`src/hw/rtl/bfe_pkg.sv`:
```
// ----------------------------------------------------------------------------
// bfe_pkg
// Shared types and constants of the bit field expander.
// ----------------------------------------------------------------------------
package bfe_pkg;

  localparam int unsigned AccWidthDef  = 64;
  localparam int unsigned ElemBitsW    = 6;
  localparam int unsigned PadW         = 3;
  localparam int unsigned HeldW        = 6;
  localparam int unsigned CntW         = 4;
  localparam int unsigned CfgDataW     = 6;
  localparam int unsigned QueueDepth   = 2;
  localparam int unsigned MinElemBits  = 8;

  localparam logic [ElemBitsW-1:0] ElemBitsReset = 6'd21;
  localparam logic [PadW-1:0]      PadReset      = 3'd1;

  typedef enum logic [0:0] {
    CfgElementBits = 1'b0,
    CfgPadBytes    = 1'b1
  } cfg_idx_e;

  typedef struct packed {
    logic [PadW-1:0] pad;
    logic [CntW-1:0] nbytes;
  } job_ctrl_t;

endpackage

```
`src/hw/rtl/bfe_if.sv`:
```
// ----------------------------------------------------------------------------
// bfe_in_if / bfe_out_if
// Valid/ready channels for input and output words.
// ----------------------------------------------------------------------------
interface bfe_in_if;
  logic       valid;
  logic       ready;
  logic [7:0] in_byte;
  logic       final_byte;

  modport source (output valid, output in_byte, output final_byte, input ready);
  modport sink   (input valid, input in_byte, input final_byte, output ready);
endinterface

interface bfe_out_if;
  logic       valid;
  logic       ready;
  logic [7:0] out_byte;
  logic       element_end;

  modport source (output valid, output out_byte, output element_end, input ready);
  modport sink   (input valid, input out_byte, input element_end, output ready);
endinterface

```
`src/hw/rtl/bfe_front.sv`:
```
// ----------------------------------------------------------------------------
// bfe_front
// Configuration registers, bit accumulator and element extraction.
// ----------------------------------------------------------------------------
module bfe_front #(
  parameter int unsigned AccWidth = bfe_pkg::AccWidthDef,
  parameter int unsigned ElemW    = 8 * (AccWidth / 8)
) (
  input  logic                          clk_i,
  input  logic                          rst_ni,
  input  logic                          cfg_we_i,
  input  bfe_pkg::cfg_idx_e             cfg_idx_i,
  input  logic [bfe_pkg::CfgDataW-1:0]  cfg_data_i,
  input  logic                          in_valid_i,
  output logic                          in_ready_o,
  input  logic [7:0]                    in_byte_i,
  input  logic                          final_byte_i,
  input  logic                          q_full_i,
  output logic                          push_o,
  output bfe_pkg::job_ctrl_t            job_ctrl_o,
  output logic [ElemW-1:0]              job_elem_o
);
  import bfe_pkg::*;

  localparam logic [ElemBitsW-1:0] MaxBits = ElemBitsW'(AccWidth - 7);
  localparam logic [ElemBitsW-1:0] MinBits = ElemBitsW'(MinElemBits);

  logic [ElemBitsW-1:0] elem_bits_q;
  logic [PadW-1:0]      pad_q;
  logic [AccWidth-1:0]  acc_q, acc_d;
  logic [HeldW-1:0]     held_q, held_d;

  logic [ElemBitsW-1:0] eff_bits;
  logic [AccWidth-1:0]  acc_shift;
  logic [AccWidth-1:0]  elem_mask;
  logic [AccWidth-1:0]  elem_full;
  logic [HeldW:0]       held_sum;
  logic [HeldW:0]       held_rem;
  logic [ElemBitsW:0]   nb_sum;
  logic                 take;
  logic                 fire;

  always_comb begin
    if (elem_bits_q < MinBits) begin
      eff_bits = MinBits;
    end else if (elem_bits_q > MaxBits) begin
      eff_bits = MaxBits;
    end else begin
      eff_bits = elem_bits_q;
    end
  end

  assign acc_shift = {acc_q[AccWidth-9:0], in_byte_i};
  assign held_sum  = {1'b0, held_q} + (HeldW+1)'(8);
  assign take      = held_sum >= (HeldW+1)'(eff_bits);
  assign held_rem  = held_sum - (HeldW+1)'(eff_bits);
  assign elem_mask = ~({AccWidth{1'b1}} << eff_bits);
  assign elem_full = (acc_shift >> held_rem[HeldW-1:0]) & elem_mask;
  assign nb_sum    = {1'b0, eff_bits} + (ElemBitsW+1)'(7);

  assign in_ready_o         = !q_full_i;
  assign fire               = in_valid_i && in_ready_o;
  assign push_o             = fire && take;
  assign job_elem_o         = elem_full[ElemW-1:0];
  assign job_ctrl_o.pad     = pad_q;
  assign job_ctrl_o.nbytes  = CntW'(nb_sum[ElemBitsW:3]);

  always_comb begin
    acc_d  = acc_q;
    held_d = held_q;
    if (fire) begin
      if (final_byte_i) begin
        acc_d  = '0;
        held_d = '0;
      end else begin
        acc_d  = acc_shift;
        held_d = take ? held_rem[HeldW-1:0] : held_sum[HeldW-1:0];
      end
    end
  end

  always_ff @(posedge clk_i or negedge rst_ni) begin
    if (!rst_ni) begin
      acc_q  <= '0;
      held_q <= '0;
    end else begin
      acc_q  <= acc_d;
      held_q <= held_d;
    end
  end

  always_ff @(posedge clk_i or negedge rst_ni) begin
    if (!rst_ni) begin
      elem_bits_q <= ElemBitsReset;
      pad_q       <= PadReset;
    end else if (cfg_we_i) begin
      unique case (cfg_idx_i)
        CfgElementBits: elem_bits_q <= cfg_data_i[ElemBitsW-1:0];
        CfgPadBytes:    pad_q       <= cfg_data_i[PadW-1:0];
      endcase
    end
  end

`ifndef SYNTHESIS
  a_held_bound: assert property (@(posedge clk_i) disable iff (!rst_ni)
    held_q <= HeldW'(AccWidth - 8))
    else $error("bfe_front: pending bit count out of range");
`endif

endmodule

```
`src/hw/rtl/bfe_queue.sv`:
```
// ----------------------------------------------------------------------------
// bfe_queue
// Short FIFO of extracted elements between front and back.
// ----------------------------------------------------------------------------
module bfe_queue #(
  parameter int unsigned DataW = 8
) (
  input  logic             clk_i,
  input  logic             rst_ni,
  input  logic             push_i,
  input  logic [DataW-1:0] wdata_i,
  output logic             full_o,
  input  logic             pop_i,
  output logic             valid_o,
  output logic [DataW-1:0] rdata_o
);
  import bfe_pkg::*;

  localparam int unsigned PtrW = (QueueDepth > 1) ? $clog2(QueueDepth) : 1;
  localparam int unsigned CntQW = $clog2(QueueDepth + 1);
  localparam logic [PtrW-1:0] LastPtr = PtrW'(QueueDepth - 1);

  logic [DataW-1:0] mem_q [QueueDepth];
  logic [PtrW-1:0]  wr_ptr_q, rd_ptr_q;
  logic [CntQW-1:0] count_q;

  assign full_o  = count_q == CntQW'(QueueDepth);
  assign valid_o = count_q != '0;
  assign rdata_o = mem_q[rd_ptr_q];

  always_ff @(posedge clk_i) begin
    if (push_i) begin
      mem_q[wr_ptr_q] <= wdata_i;
    end
  end

  always_ff @(posedge clk_i or negedge rst_ni) begin
    if (!rst_ni) begin
      wr_ptr_q <= '0;
      rd_ptr_q <= '0;
      count_q  <= '0;
    end else begin
      if (push_i) begin
        wr_ptr_q <= (wr_ptr_q == LastPtr) ? '0 : wr_ptr_q + PtrW'(1);
      end
      if (pop_i) begin
        rd_ptr_q <= (rd_ptr_q == LastPtr) ? '0 : rd_ptr_q + PtrW'(1);
      end
      if (push_i && !pop_i) begin
        count_q <= count_q + CntQW'(1);
      end else if (pop_i && !push_i) begin
        count_q <= count_q - CntQW'(1);
      end
    end
  end

`ifndef SYNTHESIS
  a_count_bound: assert property (@(posedge clk_i) disable iff (!rst_ni)
    count_q <= CntQW'(QueueDepth))
    else $error("bfe_queue: count overflow");
  a_no_overflow: assert property (@(posedge clk_i) disable iff (!rst_ni)
    push_i |-> !full_o)
    else $error("bfe_queue: push while full");
  a_no_underflow: assert property (@(posedge clk_i) disable iff (!rst_ni)
    pop_i |-> valid_o)
    else $error("bfe_queue: pop while empty");
`endif

endmodule

```
`src/hw/rtl/bfe_back.sv`:
```
// ----------------------------------------------------------------------------
// bfe_back
// Serializes one queued element per run: pad zeros, then big-endian bytes.
// ----------------------------------------------------------------------------
module bfe_back #(
  parameter int unsigned ElemW = 64
) (
  input  logic               clk_i,
  input  logic               rst_ni,
  input  logic               q_valid_i,
  input  bfe_pkg::job_ctrl_t job_ctrl_i,
  input  logic [ElemW-1:0]   job_elem_i,
  output logic               pop_o,
  output logic               out_valid_o,
  input  logic               out_ready_i,
  output logic [7:0]         out_byte_o,
  output logic               element_end_o
);
  import bfe_pkg::*;

  localparam int unsigned NumBytes = ElemW / 8;
  localparam int unsigned KW = (NumBytes > 1) ? $clog2(NumBytes) : 1;

  logic [CntW-1:0] pos_q, pos_d;
  logic            ovalid_q;
  logic [7:0]      obyte_q;
  logic            oend_q;

  logic [CntW-1:0] total;
  logic [CntW-1:0] last_pos;
  logic [CntW-1:0] k;
  logic            is_pad;
  logic            last;
  logic            out_free;
  logic            step;
  logic [7:0]      sel_byte;

  assign total    = CntW'(job_ctrl_i.pad) + job_ctrl_i.nbytes;
  assign last_pos = total - CntW'(1);
  assign k        = last_pos - pos_q;
  assign is_pad   = pos_q < CntW'(job_ctrl_i.pad);
  assign last     = pos_q == last_pos;
  assign sel_byte = is_pad ? 8'h00 : job_elem_i[{k[KW-1:0], 3'b000} +: 8];

  assign out_free = !ovalid_q || out_ready_i;
  assign step     = q_valid_i && out_free;
  assign pop_o    = step && last;

  assign pos_d = step ? (last ? '0 : pos_q + CntW'(1)) : pos_q;

  always_ff @(posedge clk_i or negedge rst_ni) begin
    if (!rst_ni) begin
      pos_q    <= '0;
      ovalid_q <= 1'b0;
    end else begin
      pos_q <= pos_d;
      if (step) begin
        ovalid_q <= 1'b1;
      end else if (out_ready_i) begin
        ovalid_q <= 1'b0;
      end
    end
  end

  always_ff @(posedge clk_i) begin
    if (step) begin
      obyte_q <= sel_byte;
      oend_q  <= last;
    end
  end

  assign out_valid_o   = ovalid_q;
  assign out_byte_o    = obyte_q;
  assign element_end_o = oend_q;

`ifndef SYNTHESIS
  a_pos_in_run: assert property (@(posedge clk_i) disable iff (!rst_ni)
    q_valid_i |-> pos_q <= last_pos)
    else $error("bfe_back: byte position beyond run");
  a_idle_pos: assert property (@(posedge clk_i) disable iff (!rst_ni)
    !q_valid_i |-> pos_q == '0)
    else $error("bfe_back: position left over without element");
`endif

endmodule

```
`src/hw/rtl/bit_field_expander.sv`:
```
// ----------------------------------------------------------------------------
// bit_field_expander
// Cuts a big-endian byte stream into element_bits-wide elements and emits
// each as pad_bytes zero words followed by ceil(element_bits/8) data words.
// ----------------------------------------------------------------------------
// An input word is taken every cycle as long as the two-entry element queue
// has room; the front extracts at most one element per input word in the
// same cycle. The back end sends one output word per cycle while the output
// is ready, so an element occupies the output for a run of pad_bytes +
// ceil(element_bits/8) words, and that run length against element_bits/8
// input words per element sets the sustained input rate. The first output
// word of an element goes through its queue entry and then the output
// register. No clearing pass is needed after reset.
module bit_field_expander #(
  parameter int unsigned ACC_WIDTH = bfe_pkg::AccWidthDef
) (
  input  logic                         clk_i,
  input  logic                         rst_ni,
  input  logic                         cfg_we_i,
  input  bfe_pkg::cfg_idx_e            cfg_idx_i,
  input  logic [bfe_pkg::CfgDataW-1:0] cfg_data_i,
  bfe_in_if.sink                       in_i,
  bfe_out_if.source                    out_o
);
  import bfe_pkg::*;

  localparam int unsigned ElemW = 8 * (ACC_WIDTH / 8);
  localparam int unsigned CtrlW = $bits(job_ctrl_t);
  localparam int unsigned QW    = ElemW + CtrlW;

  logic             q_full, push, pop, q_valid;
  job_ctrl_t        fr_ctrl, bk_ctrl;
  logic [ElemW-1:0] fr_elem, bk_elem;
  logic [QW-1:0]    q_wdata, q_rdata;

  bfe_front #(
    .AccWidth (ACC_WIDTH),
    .ElemW    (ElemW)
  ) u_front (
    .clk_i        (clk_i),
    .rst_ni       (rst_ni),
    .cfg_we_i     (cfg_we_i),
    .cfg_idx_i    (cfg_idx_i),
    .cfg_data_i   (cfg_data_i),
    .in_valid_i   (in_i.valid),
    .in_ready_o   (in_i.ready),
    .in_byte_i    (in_i.in_byte),
    .final_byte_i (in_i.final_byte),
    .q_full_i     (q_full),
    .push_o       (push),
    .job_ctrl_o   (fr_ctrl),
    .job_elem_o   (fr_elem)
  );

  assign q_wdata = {fr_ctrl, fr_elem};

  bfe_queue #(
    .DataW (QW)
  ) u_queue (
    .clk_i   (clk_i),
    .rst_ni  (rst_ni),
    .push_i  (push),
    .wdata_i (q_wdata),
    .full_o  (q_full),
    .pop_i   (pop),
    .valid_o (q_valid),
    .rdata_o (q_rdata)
  );

  assign bk_ctrl = q_rdata[QW-1:ElemW];
  assign bk_elem = q_rdata[ElemW-1:0];

  bfe_back #(
    .ElemW (ElemW)
  ) u_back (
    .clk_i         (clk_i),
    .rst_ni        (rst_ni),
    .q_valid_i     (q_valid),
    .job_ctrl_i    (bk_ctrl),
    .job_elem_i    (bk_elem),
    .pop_o         (pop),
    .out_valid_o   (out_o.valid),
    .out_ready_i   (out_o.ready),
    .out_byte_o    (out_o.out_byte),
    .element_end_o (out_o.element_end)
  );

endmodule
```
`src/flat_wrapper.sv`:
```
// flat-port wrapper written by rule: the top's interface ports become plain ports
module bit_field_expander_flat import bfe_pkg::*;
#(
  parameter int unsigned ACC_WIDTH = bfe_pkg::AccWidthDef
)
  (clk_i, rst_ni, cfg_we_i, cfg_idx_i, cfg_data_i, in_i_valid, in_i_in_byte, in_i_final_byte, in_i_ready, out_o_valid, out_o_out_byte, out_o_element_end, out_o_ready);
  bfe_in_if in_i_i ();
  bfe_out_if out_o_i ();
  input  logic clk_i;
  input  logic rst_ni;
  input  logic cfg_we_i;
  input  bfe_pkg::cfg_idx_e cfg_idx_i;
  input  logic [bfe_pkg::CfgDataW-1:0] cfg_data_i;
  input wire logic [$bits(in_i_i.valid)-1:0] in_i_valid;
  input wire logic [$bits(in_i_i.in_byte)-1:0] in_i_in_byte;
  input wire logic [$bits(in_i_i.final_byte)-1:0] in_i_final_byte;
  output wire logic [$bits(in_i_i.ready)-1:0] in_i_ready;
  output wire logic [$bits(out_o_i.valid)-1:0] out_o_valid;
  output wire logic [$bits(out_o_i.out_byte)-1:0] out_o_out_byte;
  output wire logic [$bits(out_o_i.element_end)-1:0] out_o_element_end;
  input wire logic [$bits(out_o_i.ready)-1:0] out_o_ready;
  assign in_i_i.valid = in_i_valid;
  assign in_i_i.in_byte = in_i_in_byte;
  assign in_i_i.final_byte = in_i_final_byte;
  assign in_i_ready = in_i_i.ready;
  assign out_o_valid = out_o_i.valid;
  assign out_o_out_byte = out_o_i.out_byte;
  assign out_o_element_end = out_o_i.element_end;
  assign out_o_i.ready = out_o_ready;
  bit_field_expander #(.ACC_WIDTH(ACC_WIDTH)) u_core (.clk_i(clk_i), .rst_ni(rst_ni), .cfg_we_i(cfg_we_i), .cfg_idx_i(cfg_idx_i), .cfg_data_i(cfg_data_i), .in_i(in_i_i), .out_o(out_o_i));
endmodule
```
`config.mk`:
```
export PLATFORM = sky130hd
export DESIGN_NAME = bit_field_expander_flat
export DESIGN_NICKNAME = d
export VERILOG_FILES = /design/src/hw/rtl/bfe_pkg.sv /design/src/hw/rtl/bfe_if.sv /design/src/hw/rtl/bfe_front.sv /design/src/hw/rtl/bfe_queue.sv /design/src/hw/rtl/bfe_back.sv /design/src/hw/rtl/bit_field_expander.sv /design/src/flat_wrapper.sv
export SDC_FILE = /design/constraint.sdc
export NUM_CORES = 1
export LEC_CHECK = 0
export BUFFER_PORTS_ARGS = -buffer_cell sky130_fd_sc_hd__clkbuf_2
export CAP_MARGIN = 20
export CORE_AREA = 5 5 194 196
export CTS_BUF_LIST = sky130_fd_sc_hd__clkbuf_4 sky130_fd_sc_hd__clkbuf_8
export DETAILED_ROUTE_END_ITERATION = 6
export DIE_AREA = 0 0 199 201
export GPL_ROUTABILITY_DRIVEN = 0
export MAX_ROUTING_LAYER = met4
export PLACE_DENSITY = 0.67
export SLEW_MARGIN = 20
export SYNTH_ARGS = -nofsm -noshare
export SYNTH_HDL_FRONTEND = slang
export SYNTH_SLANG_ARGS = --single-unit
```
`constraint.sdc`:
```
create_clock -name clk_i -period 7.2 [get_ports clk_i]
set_input_delay 0.36 -clock clk_i [delete_from_list [all_inputs] [get_ports clk_i]]
set_output_delay 0.36 -clock clk_i [all_outputs]
set_load 0.01 [all_outputs]
```
---- Word-level counts from Yosys, hierarchy flattened ----
Memories as Yosys holds them, arrays and structs flattened.
Cells that the tools add are included.
Widths: inputs -> output; s select.
word-level totals
  output and inout bits ................... 11
  bits in latches ......................... 0
  word-level logic and storage cells ...... 65
  register bits ........................... 89
  memories kept ........................... 1
  bits in writable memories ............... 142
  memory bits (read-only) ................. 0
memories
  name                  words  bits a word  read ports  clocked after Yosys merged registers in  write ports  RTL line         source
  u_core.u_queue.mem_q  2      71           1           0                                        1            bfe_queue.sv:23  logic [DataW-1:0] mem_q [QueueDepth];
cells by class
  multipliers ............................. 0
  shift operators ......................... 3
  muxes and demuxes ....................... 14
  $lt $le $gt $ge ......................... 4
  bitwise gates (word level) .............. 3
  add/sub/neg operators ................... 11
  equality and inequality tests ........... 2
  div/mod/pow operators ................... 0
  reduce and logical (&&, ||, !) cells .... 16
operators by type and width
  operator               count
  $and 64x64->64         1
  $not 64->64            1
  $shiftx 64x7->8        1
  $shl 64x6->64 const A  1
  $shr 64x6->64          1
  $mux 56                1
  $mux 6                 4
  $add 6x3->7 const B    1
  $add 6x4->7 const B    1
  $ge 7x6->1             1
  $gt 6x6->1 const B     1
  $logic_and 1x1->1      6
  $lt 6x4->1 const B     1
  $mux 1                 6
  $reduce_bool 2->1      3
  $sub 6x6->6            1
  $add 3x4->4            1
  $add 4x1->4 const B    1
  $eq 4x4->1             1
  $logic_not 1->1        4
  $lt 4x3->1             1
  $mux 2                 2
  $mux 4                 1
  $reduce_and 2->1       2
  8 further kinds        9

---- Longest topological paths before layout ----
  depth in word-level cells ............... 9
  depth in mapped cells ................... 17
  mapped depth without buffers ............ 13

---- Modules after synthesis ----
From an unflattened synthesis, not the netlist that was laid out.
second synthesis, totals
  cells, all modules ...................... 1216
  area total of the unflattened synthesis .. 14914.3 µm²
by module, submodules not included
  module     instances  area an instance (µm²)  cells an instance  seq. area each (µm²)
  bfe_front  1          7885.1                  878                1781.7
  bfe_queue  1          5662.9                  237                4364.2
  bfe_back   1          1366.3                  101                395.4

---- Worst setup path after synthesis ----
No wires, ideal clock.
  kind .................................... reg-to-reg
  start point ............................. reg u_core.u_front.elem_bits_q[2]
  end point ............................... mem u_core.u_queue.mem_q[0][0] in the netlist's numbering, enable pin
  slack ................................... -0.774 ns
  data arrival time ....................... 7.390 ns
  stages on the path, launching flop included .. 14
  cell sequence ........................... dfstp_2 or2_2 clkbuf_1 a31oi_1 o21ai_0 ha_1 clkbuf_1 buf_2 buf_2 nand4_1 o21ai_0 and3b_1 clkbuf_1 nor3_1
on the way
  word-level cells in the longest chain between the ends .. 7
  elaborated cells on any way between the ends .. 8
ends and longest elaborated chain
  element                         RTL line         source
  start: declaration              bfe_front.sv:28  logic [ElemBitsW-1:0] elem_bits_q;
  start signal: assignment        bfe_front.sv:94  elem_bits_q <= ElemBitsReset;
  start signal: assignment        bfe_front.sv:98  CfgElementBits: elem_bits_q <= cfg_data_i[ElemBitsW-1:0];
  $gt 6x6->1                      bfe_front.sv:46  end else if (elem_bits_q > MaxBits) begin
  $mux 6                          bfe_front.sv:46
  $mux 6 *                        bfe_front.sv:44  if (elem_bits_q < MinBits) begin
  $ge 7x6->1 *                    bfe_front.sv:55  assign take = held_sum >= (HeldW+1)'(eff_bits);
  $logic_and 1x1->1 *             bfe_front.sv:63  assign push_o = fire && take;
  $mux 1 *                        bfe_queue.sv:32  if (push_i) begin
  $mux 1 (implied by the code) *  bfe_queue.sv:33  mem_q[wr_ptr_q] <= wdata_i;
  end: declaration                bfe_queue.sv:23
Every way passes the cells marked *; elsewhere a longest branch is shown, timed or not.

---- Worst setup path in the final report ----
  start point ............................. reg u_core.u_front.elem_bits_q[4]
  end point ............................... mem u_core.u_queue.mem_q[0][7] in the netlist's numbering (data pin)
on the way
  word-level cells in the longest chain between the ends .. 6
  elaborated cells on any way between the ends .. 9
ends and longest elaborated chain
  element                                       RTL line                          source
  $gt 6x6->1                                    bfe_front.sv:46
  $mux 6                                        bfe_front.sv:46
  $mux 6 *                                      bfe_front.sv:44
  $sub 6x6->6 or $shl 64x6->64 (tied branches)  bfe_front.sv:56, bfe_front.sv:57
  $shr 64x6->64 or $not 64->64 (tied branches)  bfe_front.sv:58, bfe_front.sv:57
  $and 64x64->64 *                              bfe_front.sv:58                   assign elem_full = (acc_shift >> held_rem[HeldW-1:0]) & elem_mask;
  via u_core.fr_elem[7]                         bit_field_expander.sv:33          logic [ElemW-1:0] fr_elem, bk_elem;
Mark *: on every way through the listed nets, which the timed path passes. The rest lies on a longest branch.

==> flow_metrics.py <==
metrics = {
    "run_status": {
        "status": "complete, but fails checks",
        "violations": "DRC",
    },
    "clocking": {
        "clk_pin_slew_ps": 70,
        "tritoncts": "yes",
        "cts.repair.resized": 0,
        "ctsLongestPathBuffers": 3,
        "root_buffer": "clkbuf_8",
        "postCtsSetupRepairBufs": 0,
        "htreeDepth": 2,
        "cts_hold_buf": 2,
        "cts_buffers": 39,
        "worst_skew_pair.late_latency_ps": 570,
        "cts.sinks": 229,
    },
    "logic_synthesis": {
        "ys.flop_type": "edfxtp_1",
        "synth_edf_count": 149,
        "synth_cell_types": 65,
        "ys_seq_area_share_pct": 46.3,
        "synth_top_area_share_pct": 32.0,
        "ys_ff_latch": 229,
        "async_flop_share_pct": 34.9,
        "ys_top_cells_by_area": "edfxtp_1, dfrtp_1, mux2i_1",
        "syn-instance-count": 1215,
        "yosys.area.top_type": "edfxtp_1",
        "yosys_warnings": 0,
        "synth_area_sq_um": 14000,
        "syn_area_per_cell_sq_um": 11.5,
    },
    "global_routing": {
        "grt_usage_pct": 17.4,
        "grt_max_degree": 114,
        "antenna_found_initial": 0,
        "grt_pass1_vias": 9635,
        "grt-ovfl-total": 0,
        "grt_pass1_wl_microns": 54600,
    },
    "placed_design": {
        "port-buffer-count": 31,
        "dp_slack_ps": 1320,
        "place_inst": 1648,
        "place_hpwl_microns": 24800,
    },
    "setup_path": {
        "cp_top_family": "compound AO/OA/AOI/OAI gates",
        "cpPeakStageDelay_ps": 1130,
        "crit_chain": "clkinv_1, o21ai_0, ha_4, inv_1, fa_4, buf_4, mux2_2, mux2i_1, nor2_1, o311ai_0, o221ai_1",
        "crit_required_ps": 7400,
        "path_class": "flop to flop",
        "worstPathArrival_ps": 6220,
        "setup.worst_path.start_class": "flop",
        "crit_buf_inv": 3,
        "critPathSlowestCell": "fa_4",
        "endpoint_kind": "flop",
        "crit_fanout": 43,
    },
    "cells_and_area": {
        "layout.cells.non_filler": 1717,
        "nNetsFinal": 1265,
        "final_layout_size_suffix_gt1_share_pct": 19.1,
        "areaGrowthSynthToFinish_pct": 9.48,
        "layout_commonest_cell": "mux2i_1",
        "antenna_cells": 0,
        "fill_cells": 3376,
        "layout_common_cells": "mux2i_1, edfxtp_1, nand2_1, o21ai_0, dfrtp_1",
    },
    "timing": {
        "finalMaxSlewViolations": 0,
        "final.setup.tns_ps": 0,
        "hold_ws_ps": 51.0,
        "timing.final.crit_period_ps": 6010,
        "tightest_slew_ps": 1050,
        "clock_skew_ps": 23.8,
        "setup_viol": 0,
        "setup_slack_ps": 1190,
        "slew_headroom_pct": 28.0,
        "max_freq_ghz": 0.166,
        "finalHoldViolCount": 0,
        "rsz0062_at_grt": "no",
        "fin_crit_sh_pct": 83.5,
    },
    "floorplan": {
        "rows": 70,
        "start_util_pct": 39.0,
        "ios": 32,
        "die_h_microns": 201,
        "die-area_sq_um": 40000,
        "core_area_sq_um": 35900,
        "chipWidth_microns": 199,
    },
    "job": {
        "drv_cap": 0,
    },
    "route": {
        "via_count": 9905,
        "ant_nets": 0,
        "viasPerCell": 5.77,
        "drt_pass1_iterations": 7,
        "wirelength_microns": 34400,
        "drc": 15,
        "drt_iter0_drc": 959,
        "routedWlPerCell_microns": 20.0,
    },
    "worst_hold_path": {
        "hp-class": "input port to flop",
    },
}
## cell usage after synthesis (4+ instances only)
master     instances
and2_1             8
nor2_1            64
and3_1             5
nand2_1          115
o22ai_1            6
nand2b_1          64
edfxtp_1         149
nand3_1           13
a22oi_1           12
o31ai_1            5
ha_1              18
xnor2_1            6
buf_2             27
a211oi_1          15
a2111oi_0          5
mux2_2            57
o221ai_1           5
o21ai_0           89
o21a_1             6
mux4_2            51
mux2i_1          168
a21oi_1           29
a31oi_1            5
dfstp_2            4
nor4_1             4
nor2b_1           10
buf_1              8
inv_1             15
o311ai_0           5
dfrtp_1           76
buf_4             11
xor2_1             8
or2_2              6
nor3_1            37
o211ai_1          12
clkbuf_1          48
## tightest hold or removal path, delay by kind of cell
kind,cells,cell delay (ps)
compound gates,1,90
buf+inv,1,80
simple gates,1,80
## per-layer routing
layer,vias to the layer above,wire length [microns],share of wire (%),GRT usage [%]
met5,-,0,0,-
met4,0,1330,3.9,6.60
met3,101,1770,5.1,2.70
met2,349,16200,47,26.9
met1,4868,15000,44,23.3
li1,4587,-,-,-
## cell families (layout without fill, tap and decap cells)
logic type      Yosys count  after routing  synth area share (%)
xor+xnor                 16             16                  1.15
buf+inv                 111            134                  3.52
mux                     279            279                  25.4
simple gates            337            337                  11.5
compound gates          221            221                  10.1
flops                   229            229                  46.3
other cells               1             12                0.0268
fa+ha+maj                21             21                  2.04
## sequential cells by signal, indices dropped and copies added (netlist names)
register / cells
u_core.u_back.element_end_o: 1
u_core.u_back.pos_q: 4
u_core.u_back.out_byte_o: 8
u_core.u_front.held_q: 6
u_core.u_front.acc_q: 56
u_core.u_front.pad_q: 3
u_core.u_queue.mem_q: 140
u_core.u_queue.rd_ptr_q: 1
u_core.u_back.out_valid_o: 1
u_core.u_queue.count_q: 2
u_core.u_queue.wr_ptr_q: 1
u_core.u_front.elem_bits_q: 6
## final cells by class
cell class	count	area (sq um)	area share, %
sequential	229	6480	42.3
clock buffer	54	662	4.32
multi-input combinational	886	7130	46.6
clock inverter	13	83.8	0.547
timing repair buffer	51	313	2.04
tap	468	586	3.82
inverter	16	60.1	0.392
## path summary, 6_finish.rpt
kind | slack, ps | cells past startpoint | endpoint | startpoint
max | 1190 | 11 | u_core.u_queue.mem_q[0][7] | u_core.u_front.elem_bits_q[4]
min | 50 | 3 | u_core.u_front.elem_bits_q[4] | cfg_data_i[4]
max reg2reg | 1190 | 11 | u_core.u_queue.mem_q[0][7] | u_core.u_front.elem_bits_q[4]
min reg2reg | 460 | 0 | u_core.u_queue.mem_q[1][70] | u_core.u_front.pad_q[2]
max in group asynchronous | 5880 | 3 | u_core.u_front.acc_q[1] | rst_ni
min in group asynchronous | 240 | 2 | u_core.u_back.pos_q[2] | rst_ni
## per-stage QoR
stage | utilization [%] | area (sq um)
floorplan | - | 14000
global placement | 40.5 | 14500
detailed placement | 40.5 | 14600
CTS | 42.7 | 15300
global route | 42.7 | 15300
finish | 42.7 | 15300
Power is not shown: default switching activity piles up to over one toggle a cycle in this logic, so the estimate is an artifact.
